==> config.mk <==
export PLATFORM = sky130hd
export DESIGN_NAME = line_sprite_scan_sorted_core
export DESIGN_NICKNAME = d
export VERILOG_FILES = /design/src/lss_pkg.sv /design/src/lss_table.sv /design/src/lss_cell.sv /design/src/line_sprite_scan_sorted_core.sv
export SDC_FILE = /design/constraint.sdc
export NUM_CORES = 2
export LEC_CHECK = 0
export BUFFER_PORTS_ARGS = -buffer_cell sky130_fd_sc_hd__buf_2
export CAP_MARGIN = 20
export CORE_MARGIN = 2
export CORE_UTILIZATION = 38
export DETAILED_ROUTE_END_ITERATION = 10
export PLACE_DENSITY = 0.55
export SYNTH_ARGS = -nofsm -noshare
export SYNTH_HDL_FRONTEND = slang
export SYNTH_HIERARCHICAL = 1
export SYNTH_SLANG_ARGS = --single-unit
==> constraint.sdc <==
create_clock -name clk -period 5.8 [get_ports clk]
set_input_delay 1.45 -clock clk [delete_from_list [all_inputs] [get_ports clk]]
set_output_delay 1.45 -clock clk [all_outputs]
set_load 0.01 [all_outputs]
==> src/lss_pkg.sv <==
package lss_pkg;

    // Default sizes of the table and of the per-line list.
    localparam int TABLE_ENTRIES_DEF = 40;
    localparam int MAX_PER_LINE_DEF  = 10;

    // Fixed field widths and constants.
    localparam int IDX_W      = 6;
    localparam int LINE_BIAS  = 16;
    localparam int H_SHORT    = 8;
    localparam int H_TALL     = 16;

    // Input item kinds.
    localparam logic KIND_WRITE = 1'b0;
    localparam logic KIND_SCAN  = 1'b1;

    // Byte lanes of one table entry.
    localparam logic [1:0] LANE_Y     = 2'd0;
    localparam logic [1:0] LANE_X     = 2'd1;
    localparam logic [1:0] LANE_TILE  = 2'd2;
    localparam logic [1:0] LANE_FLAGS = 2'd3;

    typedef struct packed {
        logic [7:0] flags;
        logic [7:0] tile;
        logic [7:0] x;
        logic [7:0] y;
    } sprite_attr_t;

    typedef struct packed {
        logic             vld;
        logic [IDX_W-1:0] idx;
        sprite_attr_t     attr;
    } pick_t;

    typedef enum logic [1:0] {
        CELL_HOLD,
        CELL_CLEAR,
        CELL_INSERT,
        CELL_SHIFT
    } cell_op_t;

    typedef struct packed {
        cell_op_t op;
        pick_t    new_pick;
    } cell_ctrl_t;

    typedef enum logic [1:0] {
        ST_IDLE,
        ST_SCAN,
        ST_DRAIN
    } scan_state_t;

endpackage

==> src/lss_table.sv <==
module lss_table #(
    parameter int TABLE_ENTRIES = 40,
    parameter int IW            = 6
) (
    input  logic                 clk,
    input  logic                 rst_n,
    input  logic                 wr_en,
    input  logic [IW-1:0]        wr_entry,
    input  logic [1:0]           wr_lane,
    input  logic [7:0]           wr_byte,
    input  logic                 rd_en,
    input  logic [IW-1:0]        rd_entry,
    output lss_pkg::sprite_attr_t rd_attr
);
    import lss_pkg::*;

    logic [7:0] rd_byte [4];

    // One memory per byte lane; a per-entry valid bit makes unwritten bytes read as zero.
    for (genvar l = 0; l < 4; l++) begin : g_lane
        logic [7:0] mem [TABLE_ENTRIES];
        logic       vld_reg [TABLE_ENTRIES];
        logic [7:0] rd_reg;
        logic       lane_we;

        assign lane_we = wr_en && (wr_lane == 2'(l));

        // Valid bits are cleared at once by reset.
        always_ff @(posedge clk or negedge rst_n)
        begin
            if (!rst_n)
            begin
                for (int i = 0; i < TABLE_ENTRIES; i++)
                begin
                    vld_reg[i] <= 1'b0;
                end
            end
            else if (lane_we)
            begin
                vld_reg[wr_entry] <= 1'b1;
            end
        end

        // Storage write and registered read.
        always_ff @(posedge clk)
        begin
            if (lane_we)
            begin
                mem[wr_entry] <= wr_byte;
            end
            if (rd_en)
            begin
                rd_reg <= vld_reg[rd_entry] ? mem[rd_entry] : 8'd0;
            end
        end

        assign rd_byte[l] = rd_reg;
    end

    assign rd_attr.y     = rd_byte[LANE_Y];
    assign rd_attr.x     = rd_byte[LANE_X];
    assign rd_attr.tile  = rd_byte[LANE_TILE];
    assign rd_attr.flags = rd_byte[LANE_FLAGS];

endmodule

==> src/lss_cell.sv <==
module lss_cell (
    input  logic               clk,
    input  logic               rst_n,
    input  lss_pkg::cell_ctrl_t ctrl,
    input  logic               left_keep,
    input  lss_pkg::pick_t     left_pick,
    input  lss_pkg::pick_t     right_pick,
    output logic               keep,
    output lss_pkg::pick_t     pick
);
    import lss_pkg::*;

    pick_t pick_reg;
    pick_t pick_next;

    // A cell keeps its pick on insert when it holds a pick with x not above the new one.
    assign keep = pick_reg.vld && (pick_reg.attr.x <= ctrl.new_pick.attr.x);

    always_comb
    begin
        pick_next = pick_reg;
        unique case (ctrl.op)
            CELL_HOLD:
            begin
                pick_next = pick_reg;
            end
            CELL_CLEAR:
            begin
                pick_next.vld = 1'b0;
            end
            CELL_INSERT:
            begin
                // The first cell that does not keep takes the new pick; later cells shift right.
                if (keep)
                begin
                    pick_next = pick_reg;
                end
                else if (left_keep)
                begin
                    pick_next = ctrl.new_pick;
                end
                else
                begin
                    pick_next = left_pick;
                end
            end
            CELL_SHIFT:
            begin
                pick_next = right_pick;
            end
            default:
            begin
                pick_next = pick_reg;
            end
        endcase
    end

    always_ff @(posedge clk or negedge rst_n)
    begin
        if (!rst_n)
        begin
            pick_reg <= '0;
        end
        else
        begin
            pick_reg <= pick_next;
        end
    end

    assign pick = pick_reg;

endmodule

==> src/line_sprite_scan_sorted_core.sv <==
// Table write: accepted while idle, no result; the core stays idle and can take another item at once.
// Scan: walks the table, one entry read per cycle from the
// attribute memory, then one result per cycle while out_stall is low (one result if empty).
// No new item is taken until a scan has given its last result.
// Reset clears the table valid bits, the sort chain and tall_reg at once; there is no clearing pass.
module line_sprite_scan_sorted_core
    import lss_pkg::*;
#(
    parameter int TABLE_ENTRIES = TABLE_ENTRIES_DEF,
    parameter int MAX_PER_LINE  = MAX_PER_LINE_DEF
) (
    input  logic       clk,
    input  logic       rst_n,
    input  logic       cfg_wen,
    input  logic       cfg_wdata,
    input  logic       in_valid,
    output logic       in_stall,
    input  logic       kind,
    input  logic [7:0] table_offset,
    input  logic [7:0] table_byte,
    input  logic [7:0] scan_line,
    output logic       out_valid,
    input  logic       out_stall,
    output logic [7:0] spr_y,
    output logic [7:0] spr_x,
    output logic [7:0] spr_tile,
    output logic [7:0] spr_flags,
    output logic [5:0] entry_index,
    output logic       valid_res,
    output logic       last
);

    localparam int IW = (TABLE_ENTRIES > 1) ? $clog2(TABLE_ENTRIES) : 1;
    localparam int CW = $clog2(TABLE_ENTRIES + 1);
    localparam int PW = $clog2(MAX_PER_LINE + 1);

    scan_state_t   state_reg, state_next;
    logic [CW-1:0] rd_idx_reg, rd_idx_next;
    logic          rd_vld_reg, rd_vld_next;
    logic [IW-1:0] eval_idx_reg, eval_idx_next;
    logic [PW-1:0] cnt_reg, cnt_next;
    logic [7:0]    line_reg, line_next;
    logic          tall_reg;

    logic          in_acc, wr_en, rd_en, hit;
    logic [8:0]    target9, y9, span_end9;
    sprite_attr_t  rd_attr;
    cell_ctrl_t    cell_ctrl;
    pick_t         chain_pick [MAX_PER_LINE];
    logic          chain_keep [MAX_PER_LINE];

    assign in_acc  = in_valid && !in_stall;

    // Sprite height register.
    always_ff @(posedge clk or negedge rst_n)
    begin
        if (!rst_n)
        begin
            tall_reg <= 1'b0;
        end
        else if (cfg_wen)
        begin
            tall_reg <= cfg_wdata;
        end
    end

    // Writes beyond the table are dropped.
    assign wr_en = in_acc && (kind == KIND_WRITE) &&
                   ({1'b0, table_offset} < 9'(TABLE_ENTRIES * 4));

    lss_table #(
        .TABLE_ENTRIES(TABLE_ENTRIES),
        .IW           (IW)
    ) u_table (
        .clk     (clk),
        .rst_n   (rst_n),
        .wr_en   (wr_en),
        .wr_entry(table_offset[IW+1:2]),
        .wr_lane (table_offset[1:0]),
        .wr_byte (table_byte),
        .rd_en   (rd_en),
        .rd_entry(rd_idx_reg[IW-1:0]),
        .rd_attr (rd_attr)
    );

    // Vertical span test in nine bits so that spans near the bottom do not wrap.
    assign target9   = {1'b0, line_reg} + 9'(LINE_BIAS);
    assign y9        = {1'b0, rd_attr.y};
    assign span_end9 = y9 + (tall_reg ? 9'(H_TALL) : 9'(H_SHORT));
    assign hit       = (y9 <= target9) && (span_end9 > target9) && (rd_attr.x != 8'd0);

    // Scan sequencer: next state, counters and chain control.
    always_comb
    begin
        state_next    = state_reg;
        rd_idx_next   = rd_idx_reg;
        rd_vld_next   = 1'b0;
        eval_idx_next = eval_idx_reg;
        cnt_next      = cnt_reg;
        line_next     = line_reg;
        rd_en         = 1'b0;
        in_stall      = 1'b1;
        out_valid     = 1'b0;

        cell_ctrl.op                = CELL_HOLD;
        cell_ctrl.new_pick.vld      = 1'b1;
        cell_ctrl.new_pick.idx      = IDX_W'(eval_idx_reg);
        cell_ctrl.new_pick.attr     = rd_attr;

        unique case (state_reg)
            ST_IDLE:
            begin
                in_stall = 1'b0;
                if (in_valid && (kind == KIND_SCAN))
                begin
                    line_next    = scan_line;
                    rd_idx_next  = '0;
                    cnt_next     = '0;
                    cell_ctrl.op = CELL_CLEAR;
                    state_next   = ST_SCAN;
                end
            end
            ST_SCAN:
            begin
                if (rd_idx_reg < CW'(TABLE_ENTRIES))
                begin
                    rd_en         = 1'b1;
                    rd_vld_next   = 1'b1;
                    eval_idx_next = rd_idx_reg[IW-1:0];
                    rd_idx_next   = rd_idx_reg + 1'b1;
                end
                if (rd_vld_reg && hit && (cnt_reg < PW'(MAX_PER_LINE)))
                begin
                    cell_ctrl.op = CELL_INSERT;
                    cnt_next     = cnt_reg + 1'b1;
                end
                if (rd_vld_reg && (rd_idx_reg == CW'(TABLE_ENTRIES)))
                begin
                    state_next = ST_DRAIN;
                end
            end
            ST_DRAIN:
            begin
                out_valid = 1'b1;
                if (!out_stall)
                begin
                    if (cnt_reg <= PW'(1))
                    begin
                        state_next = ST_IDLE;
                    end
                    else
                    begin
                        cnt_next     = cnt_reg - 1'b1;
                        cell_ctrl.op = CELL_SHIFT;
                    end
                end
            end
            default:
            begin
                state_next = ST_IDLE;
            end
        endcase
    end

    // Sequencer registers.
    always_ff @(posedge clk or negedge rst_n)
    begin
        if (!rst_n)
        begin
            state_reg    <= ST_IDLE;
            rd_idx_reg   <= '0;
            rd_vld_reg   <= 1'b0;
            eval_idx_reg <= '0;
            cnt_reg      <= '0;
            line_reg     <= '0;
        end
        else
        begin
            state_reg    <= state_next;
            rd_idx_reg   <= rd_idx_next;
            rd_vld_reg   <= rd_vld_next;
            eval_idx_reg <= eval_idx_next;
            cnt_reg      <= cnt_next;
            line_reg     <= line_next;
        end
    end

    // Sorted chain of cells; cell 0 holds the smallest x and feeds the output.
    for (genvar k = 0; k < MAX_PER_LINE; k++) begin : g_cell
        logic  left_keep;
        pick_t left_pick;
        pick_t right_pick;

        if (k == 0) begin : g_head
            assign left_keep = 1'b1;
            assign left_pick = '0;
        end
        else begin : g_body
            assign left_keep = chain_keep[k-1];
            assign left_pick = chain_pick[k-1];
        end

        if (k == MAX_PER_LINE - 1) begin : g_tail
            assign right_pick = '0;
        end
        else begin : g_mid
            assign right_pick = chain_pick[k+1];
        end

        lss_cell u_cell (
            .clk       (clk),
            .rst_n     (rst_n),
            .ctrl      (cell_ctrl),
            .left_keep (left_keep),
            .left_pick (left_pick),
            .right_pick(right_pick),
            .keep      (chain_keep[k]),
            .pick      (chain_pick[k])
        );
    end

    // Result fields; an empty scan shows all zero.
    assign valid_res   = chain_pick[0].vld;
    assign spr_y       = valid_res ? chain_pick[0].attr.y     : 8'd0;
    assign spr_x       = valid_res ? chain_pick[0].attr.x     : 8'd0;
    assign spr_tile    = valid_res ? chain_pick[0].attr.tile  : 8'd0;
    assign spr_flags   = valid_res ? chain_pick[0].attr.flags : 8'd0;
    assign entry_index = valid_res ? chain_pick[0].idx        : 6'd0;
    assign last        = (cnt_reg <= PW'(1));

endmodule

==> flow_metrics.tcl <==
set metrics [dict create \
    run_status "finished, final reports clean" \
    grt_pass1_vias 47935 \
    die_area_sq_um 228000 \
    placeableCoreArea_sq_um 223000 \
    final_layout_size_suffix_gt1_share_pct 26.3 \
    dp_hpwl_microns 139000 \
    drtIter0Drc 3950 \
    cts.sinks 1890 \
    vias 46655 \
    initial_core_util_pct 38.3 \
    final_estimated_routing_congestion_in_global_placement 0.797 \
    postCtsSetupBuffers 0 \
    met1_usage_pct 26.6 \
    mostFrequentLayoutCell "edfxtp_1" \
    synth_area_sq_um 85200 \
    top_level_ports 73 \
    ant_nets 0 \
    cts_made_buffers 198 \
    count_of_endpoints_failing_setup_in_the_final_report 0 \
    worst_setup_path_startpoint "u_table/g_lane[0].rd_reg[3]" \
    hold_start "u_table/g_lane[3].vld_reg[31]" \
    power-per-cell-area_nw_per_um2 462 \
    rsz_0062_raised_after_global_routing "no" \
    fin_ws_ps 795 \
    grt_pass1_wl_microns 319000 \
    ys_warn_count 6 \
    max-clock-path-buffers 3 \
    top_library_cells_by_usage_in_the_layout_fill_and_taps_aside "1312 x edfxtp_1, 574 x dfrtp_1, 502 x nand2_1, 459 x mux2i_1, 396 x o21ai_0" \
    post_cts.resized_instances 0 \
    grt.met3_usage_pct 3.52 \
    grt_antenna_before_repair 20 \
    area_delta_synth_final_pct 13.0 \
    detail_route.vias_per_cell 5.33 \
    clkTransAtPathRegs_ps 60 \
    critical_path.reg2reg.startpoint "u_table/g_lane[0].rd_reg[3]" \
    finClkSkew_ps 65.2 \
    timing_max_transition_violations_final 0 \
    global_route.overflow_total 0 \
    post_dp_cell_area_sq_um 89400 \
    cts-hold-fix-buffers 0 \
    post-route-cell-area_sq_um 96200 \
    synth.avg_cell_area_sq_um 15.7 \
    cp.arrival_ps 5690 \
    total_leakage_power_nw 33.9 \
    cts_tree "yes" \
    timing.critical_path.required_ps 6480 \
    critPathKind "flop to flop" \
    worstHoldPathType "flop to flop" \
    critical_path.startpoint_type "flop" \
    busiest_layer "met2" \
    period_share_pct 86.3 \
    core.rowCount 173 \
    place_worst_setup_slack_ps 311 \
    total_of_buffers_placed_on_input_and_output_ports 72 \
    path_max_fanout 20 \
    largest_reg_flops 1280 \
    timing_worst_slew_pin_value_ps 1100 \
    fin_nets 5746 \
    die_h_microns 477 \
    timing.max_slew.rel_slack_pct 26.4 \
    timing.final.hold_violations 0 \
    drt_wl_total_microns 212000 \
    setup.worst_path.end_class "flop" \
    cts.htree.levels 4 \
    period_minus_slack_ps 5000 \
    grt_util_met2_pct 28.5 \
    max-vdd-ir-drop_mv 0.355 \
    cells_after_synthesis 5411 \
    maximum_number_of_pins_on_one_net_before_global_route_repair 115 \
    clock_latency_ps 860 \
    max_freq_mhz 200 \
    timing.max_cap.violations 0 \
    setup_tns_ps 0 \
    wl_per_cell_microns 24.3 \
    groute.usage.overall_pct 18.5 \
    detailed_routing_iteration_count_for_the_pre_antenna_repair_pass 5 \
    clock_tree.root_cell "clkbuf_16" \
    die-width_microns 477 \
    drc_errors 0 \
]
-- where the power goes --
part / total (mW) / switching [mW] / internal [mW]
Sequential: 17.5 / 1.76 / 15.7
Clock: 13.1 / 5.48 / 7.64
Combinational: 13.8 / 6.84 / 6.95
Total: 44.4 / 14.1 / 30.3
-- routing by layer --
layer	wire (microns)	up-vias
li1	-	20935
met1	97500	24340
met2	97700	1099
met3	11600	275
met4	5470	6
met5	37	-
-- per-stage QoR --
| step | total power, mW | hold WS (ps) | util, % | cells |
|---|---|---|---|---|
| final | 44.4 | 460 | 43.2 | 8754 |
| after global routing | 46.7 | 475 | 43.2 | 8754 |
| after CTS | 44.9 | 462 | 43.2 | 8750 |
| after detailed placement | 31.7 | 447 | 40.2 | 8378 |
| after global placement | 31.3 | 441 | 40.1 | 8372 |
| after floorplan | 27.8 | 430 | - | 5498 |
-- area by class of cell --
| type | instances | area [sq um] |
|---|---|---|
| diodes | 1 | 2.50 |
| inverters | 107 | 402 |
| clock buffers | 275 | 5460 |
| multi-input cells | 3185 | 29600 |
| clock inverters | 97 | 1320 |
| well taps | 2975 | 3720 |
| repair buffers | 224 | 1900 |
| flip-flops and latches | 1890 | 53900 |
| fillers | 19993 | 126000 |
-- worst paths after layout --
check	to	slack, ps	cells past startpoint
hold / removal	u_table/g_lane[3].vld_reg[31]	460	1
max in group asynchronous	u_table/g_lane[2].vld_reg[10]	3860	2
hold reg to reg	u_table/g_lane[3].vld_reg[31]	460	1
setup reg to reg	g_cell[2].u_cell/pick[20]	800	16
min in group asynchronous	g_cell[1].u_cell/pick[32]	650	1
setup / recovery	g_cell[2].u_cell/pick[20]	800	16
-- worst max-delay path: stages, from the launching register on --
cell and delay, ps:
edfxtp_1 620, ha_1 300, fa_1 410, nand3_1 110, xnor2_1 100, ha_1 340, nand4_1 160, a211oi_1 240
or4_1 180, and2_1 150, nand3_1 140, a21oi_4 540, buf_4 340, o31ai_1 130, a41o_2 500, buf_12 280
mux2_4 310
No activity file was read; power rests on OpenSTA's default activity.
